$ cat src/rtl/i2cmes_pkg.sv
// Package of the I2C master event sequencer: codes, constants, word structs.
// No dependencies; imported by all sequencer modules.
package i2cmes_pkg;

  localparam int LENGTH_WIDTH_DEF = 16;

  // Field widths fixed by the interface
  localparam int LEN_FIELD_W = 16;
  localparam int FLAGS_CLR_W = 3;

  // Direction bit and address mask for the address byte
  localparam logic       DIR_READ       = 1'b1;
  localparam logic       DIR_WRITE      = 1'b0;
  localparam logic [7:0] ADDR_KEEP_MASK = 8'hFE;

  // Bit positions in flags_clear
  localparam int FC_AF   = 0;
  localparam int FC_BERR = 1;
  localparam int FC_ARLO = 2;

  typedef enum logic [1:0] {
    OP_START_WR  = 2'd0,
    OP_START_RD  = 2'd1,
    OP_BUS_EVENT = 2'd2,
    OP_ERR_EVENT = 2'd3
  } op_t;

  typedef enum logic [1:0] {
    ST_OK    = 2'd0,
    ST_PARAM = 2'd1,
    ST_BUSY  = 2'd2,
    ST_NONE  = 2'd3
  } status_t;

  typedef enum logic [1:0] {
    MODE_READY   = 2'd1,
    MODE_BUSY_TX = 2'd2,
    MODE_BUSY_RX = 2'd3
  } mode_t;

  typedef struct packed {
    op_t                    operation;
    logic [7:0]             dev_address;
    logic [LEN_FIELD_W-1:0] length;
    logic                   flag_sb;
    logic                   flag_addr;
    logic                   flag_txe;
    logic                   flag_rxne;
    logic                   flag_af;
    logic                   flag_berr;
    logic                   flag_arlo;
    logic [7:0]             tx_byte;
    logic [7:0]             rx_data;
  } in_item_t;

  typedef struct packed {
    status_t                status;
    logic                   data_write;
    logic [7:0]             data_value;
    logic                   rx_valid;
    logic [7:0]             rx_byte;
    logic                   ack_clear;
    logic                   stop_request;
    logic                   start_request;
    logic [FLAGS_CLR_W-1:0] flags_clear;
    logic                   tx_done;
    logic                   rx_done;
    logic                   error_done;
  } out_item_t;

  // Pipeline control between the input stage, core and result stage
  typedef struct packed {
    logic s1_valid;
    logic advance;
  } pipe_ctl_t;

endpackage

$ cat src/rtl/i2cmes_cmd_if.sv
// Command channel of the I2C master event sequencer: valid/ready plus item fields.
// No dependencies.
interface i2cmes_cmd_if;
  logic        valid;
  logic        ready;
  logic [1:0]  operation;
  logic [7:0]  dev_address;
  logic [15:0] length;
  logic        flag_sb;
  logic        flag_addr;
  logic        flag_txe;
  logic        flag_rxne;
  logic        flag_af;
  logic        flag_berr;
  logic        flag_arlo;
  logic [7:0]  tx_byte;
  logic [7:0]  rx_data;

  modport source (
    output valid, operation, dev_address, length, flag_sb, flag_addr, flag_txe,
           flag_rxne, flag_af, flag_berr, flag_arlo, tx_byte, rx_data,
    input  ready
  );
  modport sink (
    input  valid, operation, dev_address, length, flag_sb, flag_addr, flag_txe,
           flag_rxne, flag_af, flag_berr, flag_arlo, tx_byte, rx_data,
    output ready
  );
  modport monitor (
    input valid, ready, operation, dev_address, length, flag_sb, flag_addr,
          flag_txe, flag_rxne, flag_af, flag_berr, flag_arlo, tx_byte, rx_data
  );
endinterface

$ cat src/rtl/i2cmes_rsp_if.sv
// Result channel of the I2C master event sequencer: valid/ready plus result fields.
// No dependencies.
interface i2cmes_rsp_if;
  logic       valid;
  logic       ready;
  logic [1:0] status;
  logic       data_write;
  logic [7:0] data_value;
  logic       rx_valid;
  logic [7:0] rx_byte;
  logic       ack_clear;
  logic       stop_request;
  logic       start_request;
  logic [2:0] flags_clear;
  logic       tx_done;
  logic       rx_done;
  logic       error_done;

  modport source (
    output valid, status, data_write, data_value, rx_valid, rx_byte, ack_clear,
           stop_request, start_request, flags_clear, tx_done, rx_done, error_done,
    input  ready
  );
  modport sink (
    input  valid, status, data_write, data_value, rx_valid, rx_byte, ack_clear,
           stop_request, start_request, flags_clear, tx_done, rx_done, error_done,
    output ready
  );
  modport monitor (
    input valid, ready, status, data_write, data_value, rx_valid, rx_byte,
          ack_clear, stop_request, start_request, flags_clear, tx_done, rx_done,
          error_done
  );
endinterface

$ cat src/rtl/i2cmes_in_stage.sv
// Input register of the sequencer: captures one command word per cycle unless stalled.
// Depends on i2cmes_pkg and i2cmes_cmd_if.
module i2cmes_in_stage (
  input  logic                 clk,
  input  logic                 rst,
  i2cmes_cmd_if.sink           cmd,
  input  logic                 advance,
  output logic                 s1_valid,
  output i2cmes_pkg::in_item_t item
);
  import i2cmes_pkg::*;

  logic take;

  // Stage is free when empty or when its word moves on this cycle
  assign cmd.ready = !s1_valid || advance;
  assign take      = cmd.valid && cmd.ready;

  always_ff @(posedge clk) begin
    if (rst) begin
      s1_valid <= 1'b0;
    end else if (cmd.ready) begin
      s1_valid <= cmd.valid;
    end
  end

  // Payload capture, no reset needed
  always_ff @(posedge clk) begin
    if (take) begin
      item.operation   <= op_t'(cmd.operation);
      item.dev_address <= cmd.dev_address;
      item.length      <= cmd.length;
      item.flag_sb     <= cmd.flag_sb;
      item.flag_addr   <= cmd.flag_addr;
      item.flag_txe    <= cmd.flag_txe;
      item.flag_rxne   <= cmd.flag_rxne;
      item.flag_af     <= cmd.flag_af;
      item.flag_berr   <= cmd.flag_berr;
      item.flag_arlo   <= cmd.flag_arlo;
      item.tx_byte     <= cmd.tx_byte;
      item.rx_data     <= cmd.rx_data;
    end
  end
endmodule

$ cat src/rtl/i2cmes_core.sv
// Transfer state and single-pass decode of one command word into one result.
// Depends on i2cmes_pkg.
module i2cmes_core #(
  parameter int LENGTH_WIDTH = i2cmes_pkg::LENGTH_WIDTH_DEF
) (
  input  logic                  clk,
  input  logic                  rst,
  input  i2cmes_pkg::pipe_ctl_t ctl,
  input  i2cmes_pkg::in_item_t  item,
  output i2cmes_pkg::out_item_t result
);
  import i2cmes_pkg::*;

  mode_t                   mode, mode_next;
  logic                    events_enabled, events_enabled_next;
  logic [7:0]              target_address, target_address_next;
  logic [LENGTH_WIDTH-1:0] tx_remaining, tx_remaining_next;
  logic [LENGTH_WIDTH-1:0] rx_remaining, rx_remaining_next;

  logic [LENGTH_WIDTH-1:0] len_red;
  logic                    is_start, len_zero, tx_left, rx_left, rx_last;
  logic                    commit;

  // Length reduced to the counter width
  assign len_red  = LENGTH_WIDTH'(item.length);
  assign len_zero = (len_red == '0);
  assign is_start = (item.operation == OP_START_WR) || (item.operation == OP_START_RD);
  assign tx_left  = (tx_remaining != '0);
  assign rx_left  = (rx_remaining != '0);
  assign rx_last  = (rx_remaining == LENGTH_WIDTH'(1));
  assign commit   = ctl.s1_valid && ctl.advance;

  // Next-state logic
  always_comb begin
    mode_next           = mode;
    events_enabled_next = events_enabled;
    target_address_next = target_address;
    tx_remaining_next   = tx_remaining;
    rx_remaining_next   = rx_remaining;
    if (is_start) begin
      if (!len_zero && mode == MODE_READY) begin
        target_address_next = item.dev_address;
        events_enabled_next = 1'b1;
        if (item.operation == OP_START_WR) begin
          mode_next         = MODE_BUSY_TX;
          tx_remaining_next = len_red;
        end else begin
          mode_next         = MODE_BUSY_RX;
          rx_remaining_next = len_red;
        end
      end
    end else if (events_enabled) begin
      if (item.operation == OP_BUS_EVENT) begin
        priority if (item.flag_sb || item.flag_addr) begin
          // address phase: no state change
        end else if (item.flag_txe) begin
          if (tx_left) begin
            tx_remaining_next = tx_remaining - LENGTH_WIDTH'(1);
          end else begin
            events_enabled_next = 1'b0;
            mode_next           = MODE_READY;
          end
        end else if (item.flag_rxne && rx_left) begin
          rx_remaining_next = rx_remaining - LENGTH_WIDTH'(1);
          if (rx_last) begin
            events_enabled_next = 1'b0;
            mode_next           = MODE_READY;
          end
        end else begin
          // nothing to serve
        end
      end else begin
        // error event: abandon transfer, events stay enabled
        mode_next = MODE_READY;
      end
    end
  end

  // Result logic
  always_comb begin
    result        = '0;
    result.status = ST_NONE;
    if (is_start) begin
      priority if (len_zero) begin
        result.status = ST_PARAM;
      end else if (mode != MODE_READY) begin
        result.status = ST_BUSY;
      end else begin
        result.status        = ST_OK;
        result.start_request = 1'b1;
      end
    end else if (events_enabled) begin
      if (item.operation == OP_BUS_EVENT) begin
        priority if (item.flag_sb) begin
          result.data_write = 1'b1;
          result.data_value = (target_address & ADDR_KEEP_MASK) |
                              {7'd0, (mode == MODE_BUSY_RX) ? DIR_READ : DIR_WRITE};
        end else if (item.flag_addr) begin
          result.ack_clear = (mode == MODE_BUSY_RX) && rx_last;
        end else if (item.flag_txe) begin
          if (tx_left) begin
            result.data_write = 1'b1;
            result.data_value = item.tx_byte;
          end else begin
            result.stop_request = 1'b1;
            result.tx_done      = 1'b1;
          end
        end else if (item.flag_rxne && rx_left) begin
          result.rx_valid     = 1'b1;
          result.rx_byte      = item.rx_data;
          result.ack_clear    = rx_last;
          result.stop_request = rx_last;
          result.rx_done      = rx_last;
        end else begin
          // nothing to serve
        end
      end else begin
        result.flags_clear[FC_AF]   = item.flag_af;
        result.flags_clear[FC_BERR] = item.flag_berr;
        result.flags_clear[FC_ARLO] = item.flag_arlo;
        result.stop_request         = item.flag_af;
        result.error_done           = 1'b1;
      end
    end
  end

  // State registers, updated when a word leaves the input stage
  always_ff @(posedge clk) begin
    if (rst) begin
      mode           <= MODE_READY;
      events_enabled <= 1'b0;
      target_address <= '0;
      tx_remaining   <= '0;
      rx_remaining   <= '0;
    end else if (commit) begin
      mode           <= mode_next;
      events_enabled <= events_enabled_next;
      target_address <= target_address_next;
      tx_remaining   <= tx_remaining_next;
      rx_remaining   <= rx_remaining_next;
    end
  end
endmodule

$ cat src/rtl/i2cmes_out_stage.sv
// Result register of the sequencer: holds one result word until taken.
// Depends on i2cmes_pkg and i2cmes_rsp_if.
module i2cmes_out_stage (
  input  logic                  clk,
  input  logic                  rst,
  input  logic                  s1_valid,
  input  i2cmes_pkg::out_item_t result,
  output logic                  advance,
  i2cmes_rsp_if.source          rsp
);
  import i2cmes_pkg::*;

  out_item_t held;

  // Register can load when empty or being drained this cycle
  assign advance = !rsp.valid || rsp.ready;

  always_ff @(posedge clk) begin
    if (rst) begin
      rsp.valid <= 1'b0;
    end else if (advance) begin
      rsp.valid <= s1_valid;
    end
  end

  always_ff @(posedge clk) begin
    if (advance && s1_valid) begin
      held <= result;
    end
  end

  assign rsp.status        = held.status;
  assign rsp.data_write    = held.data_write;
  assign rsp.data_value    = held.data_value;
  assign rsp.rx_valid      = held.rx_valid;
  assign rsp.rx_byte       = held.rx_byte;
  assign rsp.ack_clear     = held.ack_clear;
  assign rsp.stop_request  = held.stop_request;
  assign rsp.start_request = held.start_request;
  assign rsp.flags_clear   = held.flags_clear;
  assign rsp.tx_done       = held.tx_done;
  assign rsp.rx_done       = held.rx_done;
  assign rsp.error_done    = held.error_done;
endmodule

$ cat src/rtl/i2c_master_event_sequencer_unit.sv
// Interrupt-driven I2C master event sequencer, top level.
// Depends on i2cmes_pkg, i2cmes_cmd_if, i2cmes_rsp_if and the three stage modules.
//
// Every command word (start write, start read, bus event or error event) yields
// exactly one result word. The block takes one word per clock while the result
// side does not stall: a word is held in the input register, is decoded against
// the transfer state in a single pass and lands in the result register. The
// throughput of one word per cycle is set by the transfer-state update, which
// commits in the same cycle the word moves to the result register; stalls on
// the result side back up through both registers. The byte counters are
// LENGTH_WIDTH bits wide and the length field is reduced to that width before
// the zero check.
module i2c_master_event_sequencer_unit #(
  parameter int LENGTH_WIDTH = i2cmes_pkg::LENGTH_WIDTH_DEF
) (
  input  logic         clk,
  input  logic         rst,
  i2cmes_cmd_if.sink   cmd,
  i2cmes_rsp_if.source rsp
);
  import i2cmes_pkg::*;

  in_item_t  item;
  out_item_t result;
  pipe_ctl_t ctl;
  logic      s1_valid;
  logic      advance;

  assign ctl.s1_valid = s1_valid;
  assign ctl.advance  = advance;

  i2cmes_in_stage u_in (
    .clk      (clk),
    .rst      (rst),
    .cmd      (cmd),
    .advance  (advance),
    .s1_valid (s1_valid),
    .item     (item)
  );

  i2cmes_core #(
    .LENGTH_WIDTH (LENGTH_WIDTH)
  ) u_core (
    .clk    (clk),
    .rst    (rst),
    .ctl    (ctl),
    .item   (item),
    .result (result)
  );

  i2cmes_out_stage u_out (
    .clk      (clk),
    .rst      (rst),
    .s1_valid (s1_valid),
    .result   (result),
    .advance  (advance),
    .rsp      (rsp)
  );
endmodule

$ cat src/flat_wrapper.sv
// flat-port wrapper written by rule: the top's interface ports become plain ports
module i2c_master_event_sequencer_unit_flat import i2cmes_pkg::*;
#(
  parameter int LENGTH_WIDTH = i2cmes_pkg::LENGTH_WIDTH_DEF
)
  (clk, rst, cmd_valid, cmd_operation, cmd_dev_address, cmd_length, cmd_flag_sb, cmd_flag_addr, cmd_flag_txe, cmd_flag_rxne, cmd_flag_af, cmd_flag_berr, cmd_flag_arlo, cmd_tx_byte, cmd_rx_data, cmd_ready, rsp_valid, rsp_status, rsp_data_write, rsp_data_value, rsp_rx_valid, rsp_rx_byte, rsp_ack_clear, rsp_stop_request, rsp_start_request, rsp_flags_clear, rsp_tx_done, rsp_rx_done, rsp_error_done, rsp_ready);
  i2cmes_cmd_if cmd_i ();
  i2cmes_rsp_if rsp_i ();
  input  logic clk;
  input  logic rst;
  input wire logic [$bits(cmd_i.valid)-1:0] cmd_valid;
  input wire logic [$bits(cmd_i.operation)-1:0] cmd_operation;
  input wire logic [$bits(cmd_i.dev_address)-1:0] cmd_dev_address;
  input wire logic [$bits(cmd_i.length)-1:0] cmd_length;
  input wire logic [$bits(cmd_i.flag_sb)-1:0] cmd_flag_sb;
  input wire logic [$bits(cmd_i.flag_addr)-1:0] cmd_flag_addr;
  input wire logic [$bits(cmd_i.flag_txe)-1:0] cmd_flag_txe;
  input wire logic [$bits(cmd_i.flag_rxne)-1:0] cmd_flag_rxne;
  input wire logic [$bits(cmd_i.flag_af)-1:0] cmd_flag_af;
  input wire logic [$bits(cmd_i.flag_berr)-1:0] cmd_flag_berr;
  input wire logic [$bits(cmd_i.flag_arlo)-1:0] cmd_flag_arlo;
  input wire logic [$bits(cmd_i.tx_byte)-1:0] cmd_tx_byte;
  input wire logic [$bits(cmd_i.rx_data)-1:0] cmd_rx_data;
  output wire logic [$bits(cmd_i.ready)-1:0] cmd_ready;
  output wire logic [$bits(rsp_i.valid)-1:0] rsp_valid;
  output wire logic [$bits(rsp_i.status)-1:0] rsp_status;
  output wire logic [$bits(rsp_i.data_write)-1:0] rsp_data_write;
  output wire logic [$bits(rsp_i.data_value)-1:0] rsp_data_value;
  output wire logic [$bits(rsp_i.rx_valid)-1:0] rsp_rx_valid;
  output wire logic [$bits(rsp_i.rx_byte)-1:0] rsp_rx_byte;
  output wire logic [$bits(rsp_i.ack_clear)-1:0] rsp_ack_clear;
  output wire logic [$bits(rsp_i.stop_request)-1:0] rsp_stop_request;
  output wire logic [$bits(rsp_i.start_request)-1:0] rsp_start_request;
  output wire logic [$bits(rsp_i.flags_clear)-1:0] rsp_flags_clear;
  output wire logic [$bits(rsp_i.tx_done)-1:0] rsp_tx_done;
  output wire logic [$bits(rsp_i.rx_done)-1:0] rsp_rx_done;
  output wire logic [$bits(rsp_i.error_done)-1:0] rsp_error_done;
  input wire logic [$bits(rsp_i.ready)-1:0] rsp_ready;
  assign cmd_i.valid = cmd_valid;
  assign cmd_i.operation = cmd_operation;
  assign cmd_i.dev_address = cmd_dev_address;
  assign cmd_i.length = cmd_length;
  assign cmd_i.flag_sb = cmd_flag_sb;
  assign cmd_i.flag_addr = cmd_flag_addr;
  assign cmd_i.flag_txe = cmd_flag_txe;
  assign cmd_i.flag_rxne = cmd_flag_rxne;
  assign cmd_i.flag_af = cmd_flag_af;
  assign cmd_i.flag_berr = cmd_flag_berr;
  assign cmd_i.flag_arlo = cmd_flag_arlo;
  assign cmd_i.tx_byte = cmd_tx_byte;
  assign cmd_i.rx_data = cmd_rx_data;
  assign cmd_ready = cmd_i.ready;
  assign rsp_valid = rsp_i.valid;
  assign rsp_status = rsp_i.status;
  assign rsp_data_write = rsp_i.data_write;
  assign rsp_data_value = rsp_i.data_value;
  assign rsp_rx_valid = rsp_i.rx_valid;
  assign rsp_rx_byte = rsp_i.rx_byte;
  assign rsp_ack_clear = rsp_i.ack_clear;
  assign rsp_stop_request = rsp_i.stop_request;
  assign rsp_start_request = rsp_i.start_request;
  assign rsp_flags_clear = rsp_i.flags_clear;
  assign rsp_tx_done = rsp_i.tx_done;
  assign rsp_rx_done = rsp_i.rx_done;
  assign rsp_error_done = rsp_i.error_done;
  assign rsp_i.ready = rsp_ready;
  i2c_master_event_sequencer_unit #(.LENGTH_WIDTH(LENGTH_WIDTH)) u_core (.clk(clk), .rst(rst), .cmd(cmd_i), .rsp(rsp_i));
endmodule
$ cat config.mk
export PLATFORM = sky130hd
export DESIGN_NAME = i2c_master_event_sequencer_unit_flat
export DESIGN_NICKNAME = d
export VERILOG_FILES = /design/src/rtl/i2cmes_pkg.sv /design/src/rtl/i2cmes_cmd_if.sv /design/src/rtl/i2cmes_rsp_if.sv /design/src/rtl/i2cmes_in_stage.sv /design/src/rtl/i2cmes_core.sv /design/src/rtl/i2cmes_out_stage.sv /design/src/rtl/i2c_master_event_sequencer_unit.sv /design/src/flat_wrapper.sv
export SDC_FILE = /design/constraint.sdc
export NUM_CORES = 1
export LEC_CHECK = 0
export ABC_AREA = 1
export BUFFER_PORTS_ARGS = -buffer_cell sky130_fd_sc_hd__buf_2
export CORE_MARGIN = 3
export CORE_UTILIZATION = 30
export CTS_BUF_LIST = sky130_fd_sc_hd__clkbuf_4 sky130_fd_sc_hd__clkbuf_8
export DETAILED_ROUTE_END_ITERATION = 7
export PLACE_DENSITY_LB_ADDON = 0.05
export SYNTH_ARGS = -nofsm -noshare
export SYNTH_HDL_FRONTEND = slang
export SYNTH_HIERARCHICAL = 1
export SYNTH_SLANG_ARGS = --single-unit
$ cat constraint.sdc
create_clock -name clk -period 3.6 [get_ports clk]
set_clock_uncertainty 0.2 [all_clocks]
set_input_delay 0.72 -clock clk [delete_from_list [all_inputs] [get_ports clk]]
set_output_delay 0.72 -clock clk [all_outputs]
set_load 0.1 [all_outputs]
# ---- Word-level counts from Yosys, hierarchy flattened
# Index checks and enable logic that the tools add are counted.
dict set report op_classes {
  n_addsub 2
  eq_ne 15
  n_mux 58
  n_bitwise 6
  reduce_logical 34
}
# cell n
set op_table {}
lappend op_table {{two-way mux 16 bit} 16}
lappend op_table {{two-way mux 11 bit} 7}
lappend op_table {{nonzero test 16 bit} 2}
lappend op_table {{subtractor 16 x 1 -> 16 bit, second input constant} 2}
lappend op_table {{two-way mux 9 bit} 3}
lappend op_table {{two-way mux 2 bit} 11}
lappend op_table {{two-way mux 1 bit} 19}
lappend op_table {{two-way mux 18 bit} 1}
lappend op_table {{equality test 16 x 1 -> 1 bit, second input constant} 1}
lappend op_table {{logical NOT 16 bit} 1}
lappend op_table {{AND reduction 8 bit} 2}
lappend op_table {{OR reduction 6 bit} 2}
lappend op_table {{two-way mux 10 bit} 1}
lappend op_table {{nonzero test 2 bit} 5}
lappend op_table {{OR 8 x 1 -> 8 bit} 1}
lappend op_table {{AND reduction 7 bit} 1}
lappend op_table {{OR reduction 7 bit} 1}
lappend op_table {{!= test 2 x 1 -> 1 bit, second input constant} 3}
lappend op_table {{!= test 2 bit, second input constant} 3}
lappend op_table {{OR reduction 3 bit} 2}
lappend op_table {{logical AND 1 bit} 5}
lappend op_table {{inverter 1 bit} 5}
lappend op_table {{equality test 2 x 1 -> 1 bit, second input constant} 2}
lappend op_table {{equality test 2 bit, second input constant} 2}
lappend op_table {{11 further kinds} 17}
dict set report word_totals {
  register_bits 123
  in_bits 53
  output_inout_bits 31
  elab_cells 147
}

# ---- Longest topological paths before layout
dict set report logic_depth {
  ltp_word 13
  depth_mapped 13
  depth_no_buf 13
}

# ---- Modules after synthesis
# The synthesis kept the hierarchy.
# module n_inst cells_each area_per_inst_um2 seq_area_each_um2
set modules_own_cells {}
lappend modules_own_cells {i2cmes_core 1 549 3174.3 840.8}
lappend modules_own_cells {i2cmes_in_stage 1 55 1519.0 1491.4}
lappend modules_own_cells {i2cmes_out_stage 1 35 918.4 890.9}

# ---- Least setup slack after synthesis
# OpenSTA, ideal clock, no wires.
dict set report synth_path {
  path_type {register to register}
  startpoint {register u_core.u_out.rsp.valid}
  endpoint {register, netlist name u_core/u_in/item[0]}
  setup_time_ns 0.472
  arrival_time_ns 3.345
  path_slack_ns -0.417
  path_stages_with_launch 4
  n_path_buf 0
  synth_period_minus_slack_ns 4.017
  cell_sequence {dfxtp_1 > nand2_2 > inv_2 > a21oi_1}
}
dict set report synth_between {
  elab_chain_len 4
}
# item line_no
set synth_rtl {}
lappend synth_rtl {{start, declared} i2cmes_rsp_if.sv:20} ;# output valid, status, data_write, data_value, rx_valid, rx_byte, ack_clear,
lappend synth_rtl {{start signal, assigned} i2cmes_out_stage.sv:22} ;# rsp.valid <= s1_valid;
lappend synth_rtl {{logical NOT 1 bit} i2cmes_out_stage.sv:16} ;# assign advance = !rsp.valid || rsp.ready;
lappend synth_rtl {{logical OR 1 bit} i2cmes_out_stage.sv:16}
lappend synth_rtl {{via u_core.advance} i2c_master_event_sequencer_unit.sv:27} ;# logic advance;
lappend synth_rtl {{logical OR 1 bit} i2cmes_in_stage.sv:16} ;# assign cmd.ready = !s1_valid || advance;
lappend synth_rtl {{logical AND 1 bit} i2cmes_in_stage.sv:17} ;# assign take = cmd.valid && cmd.ready;
lappend synth_rtl {{via u_core.u_in.take} i2cmes_in_stage.sv:13} ;# logic take;
# The timed path passes the listed nets, and every way through them passes these cells.
# A chain may end at the register's enable or synchronous reset.

# ---- Worst setup path in the final report
dict set report layout_path {
  startpoint {register, netlist name u_core/u_in/item[26]}
  endpoint {register u_core.u_core.tx_remaining[0]}
}
dict set report layout_between {
  elab_chain_len 5
}
# item line_no
set layout_rtl {}
lappend layout_rtl {{logical NOT 16 bit} i2cmes_core.sv:26} ;# assign len_zero = (len_red == '0);
lappend layout_rtl {{logical NOT 1 bit} i2cmes_core.sv:41} ;# if (!len_zero && mode == MODE_READY) begin
lappend layout_rtl {{logical AND 1 bit} i2cmes_core.sv:41}
lappend layout_rtl {{!= test 2 x 1 -> 1 bit (no source line)} -}
lappend layout_rtl {{AND reduction 8 bit (no source line)} -}
lappend layout_rtl {{end signal, assigned} i2cmes_core.sv:139} ;# tx_remaining <= tx_remaining_next;
lappend layout_rtl {{end, declared} i2cmes_core.sv:17} ;# logic [LENGTH_WIDTH-1:0] tx_remaining, tx_remaining_next;
# Every way passes these cells.

==> summary.txt <==
Run status
  – Outcome: finished, final reports clean

Yosys
  – Syn Inst Count: between 600 and 700
  – Synth Warn #: 6
  – Avg Cell Area, Syn: roughly 8.7 sq um
  – Synthesized cell area: roughly 5600 sq um
  – Synthesized Nets: between 600 and 700

Pwr
  – Power Dens Cells: about 510 nW/um^2
  – Internal: 0.00240 W
  – Clk pwr share: 39.4%
  – Max IR drop VDD: approximately 210 uV
  – Leak: between 2 and 3 nW
  – Sequential share of power: a little under half
  – Psw: about 0.001 W
  – Combinational power share: 14.2%
  – Total Power: around 0.0034 W
  – Sw Ratio: between 20% and 30%

Clock tree
  – Post-CTS Setup Repair Bufs: 0
  – Longest Clk Path Bufs: 2
  – Clk slew on worst S/H paths: 0.09 ns
  – TritonCTS Buffers: 17
  – H-tree lvl count: 4
  – TritonCTS clock tree: built
  – # hold bufs at CTS: 0
  – Post-CTS Resized: 0
  – Root buf cell: clkbuf_8
  – CTS Sinks: 121
  – Worst skew pair latency: approximately 0.44 ns

Timing
  – Minimum clock period: 2.48 ns
  – Final Hold Fails: 0
  – RSZ-0062 raised after global routing: no
  – Setup TNS: 0 ns
  – Slew margin rel.: approximately 65%
  – Max Freq: 404 MHz
  – Setup violators final: 0
  – Crit share post-route: 68.8%
  – Worst-margin pin slew: between 0.5 and 0.6 ns
  – Slew Limit Fails: 0

Worst setup path
  – CP max FO: 12
  – Crit Path Category: reg -> reg
  – Arr. time, crit path: approximately 2.6 ns
  – CP required: 3.73 ns
  – Crit. End Element: flop
  – Startpoint Class: flop

Placement
  – Placer Congestion: 0.828
  – Area after DPL: 6260 sq um
  – IO buf count: 82
  – DP Wirelength: between 9000 and 10,000 um

Cells and area
  – Nets: between 700 and 800
  – Final core occ: between 30% and 40%
  – Area Overhead vs Synth: 19.9%
  – Layout cell share with drive strength beyond 1: approximately a fifth
  – # diodes: 0
  – Final instance area: about 6700 sq um

Floorplan
  – Core Rows: 49
  – Top Ports: 84
  – Die ar.: just over 20,000 sq um
  – Die Ht: 142 um
  – Core Region: 18,100 sq um
  – Starting density of the core: 30.8%
  – Die Width: 142 um

Routing
  – Routed vias/inst: around 4.5
  – First-pass DRT Iterations: 5
  – DRC viols: 0
  – WL/cell: roughly 14 um
  – Routed vias: approximately 4,400
  – Post-DRT Antenna Nets: 0
  – Iteration-0 DRC Markers: 214
  – Final Routed Wirelength: between 10,000 and 15,000 um

Global route
  – First-pass GRT wire length: approximately 22,000 um
  – Largest net degree at the start of global routing: 41
  – Antenna violations before repair: 0
  – Global route overflow: 0
  – GRT Total Usage: 13.9%
  – Vias in the first global route: 4,264

Worst hold path
  – Hold Path Class: in -> reg

Run
  – Max Cap Violations: 0
[routing by layer]
metal  up-vias  track usage (%)  wire length (um)
met3        13             3.83               554
met5         -                0                 0
li1       2255                -                 -
met4         0             4.15               157
met1      2018             18.8              6560
met2        91             21.8              6420
[worst paths after layout]
check	start	to	slack [ns]	cells past startpoint
setup / recovery	u_core/u_in/item[26]	u_core/u_core/tx_remaining[0]	1.12	12
hold / removal	cmd_length[8]	u_core/u_in/item[31]	0.25	1
setup reg to reg	u_core/u_in/item[26]	u_core/u_core/tx_remaining[0]	1.12	12
hold reg to reg	u_core/u_in/item[42]	u_core/u_core/target_address[3]	0.28	2
[cells in the final DEF (no fill, tap or decap), drive strengths merged]
cell type and n:
inv 70, a21boi 3, nand3 28, o31ai 1, nor4 1, o21a 1, bufinv 3, o21ai 31
buf 89, a21oi 34, edfxtp 77, clkinvlp 3, nor3 6, nand3b 4, or2 1, clkinv 4
o22ai 1, nor2 138, xor2 15, dfxtp 44, o211ai 1, a31oi 1, nand4 4, clkbuf 18
ha 5, nand2 159, nor3b 1
[state kept, by name, indices dropped and copies added, names as in the netlist, 2 cells and up]
signal                        flops
u_core/u_out/rsp.data_value       8
u_core/u_in/item                 48
u_core/u_core/tx_remaining       16
u_core/u_out/rsp.flags_clear      3
u_core/u_core/rx_remaining       16
u_core/u_out/rsp.status           2
u_core/u_out/rsp.rx_byte          8
u_core/u_core/mode                2
u_core/u_core/target_address      7
[worst max-delay path: stages (launching register included)]
cell and delay, ns:
edfxtp_1 0.42, inv_1 0.11, nand3_1 0.08, nor2_1 0.25, nand2_1 0.15, nand2_1 0.12
nand2_2 0.07, nand2_2 0.13, nor2_4 0.08, nand2_1 0.33, inv_1 0.23, nor2_1 0.13
nor2_1 0.06
[final cells by class]
type | instances | area [sq um]
clock buffer | 18 | 248
inverter | 66 | 255
multi-input combinational | 435 | 2050
sequential | 121 | 3190
clock inverter | 14 | 188
timing repair buffer | 89 | 475
fill | 1859 | 11500
tap | 229 | 287
[metrics by stage]
stage / setup WS (ns) / std cells / hold slack, ns
floorplan: 0.608 / 638 / 0.247
global placement: 1.09 / 940 / 0.265
detailed placement: 1.06 / 940 / 0.262
CTS: 1.11 / 972 / 0.219
global route: 0.922 / 972 / 0.212
finish: 1.12 / 972 / 0.249
[power groups by stage]
stage / clock (W) / sequential, W / combinational (W)
floorplan: 0 / 0.00170 / 0.000267
global placement: 0 / 0.00161 / 0.000484
detailed placement: 0 / 0.00161 / 0.000486
CTS: 0.00138 / 0.00158 / 0.000488
global route: 0.00145 / 0.00159 / 0.000543
finish: 0.00134 / 0.00158 / 0.000483
Note: power is estimated with default switching activity, not from simulation.
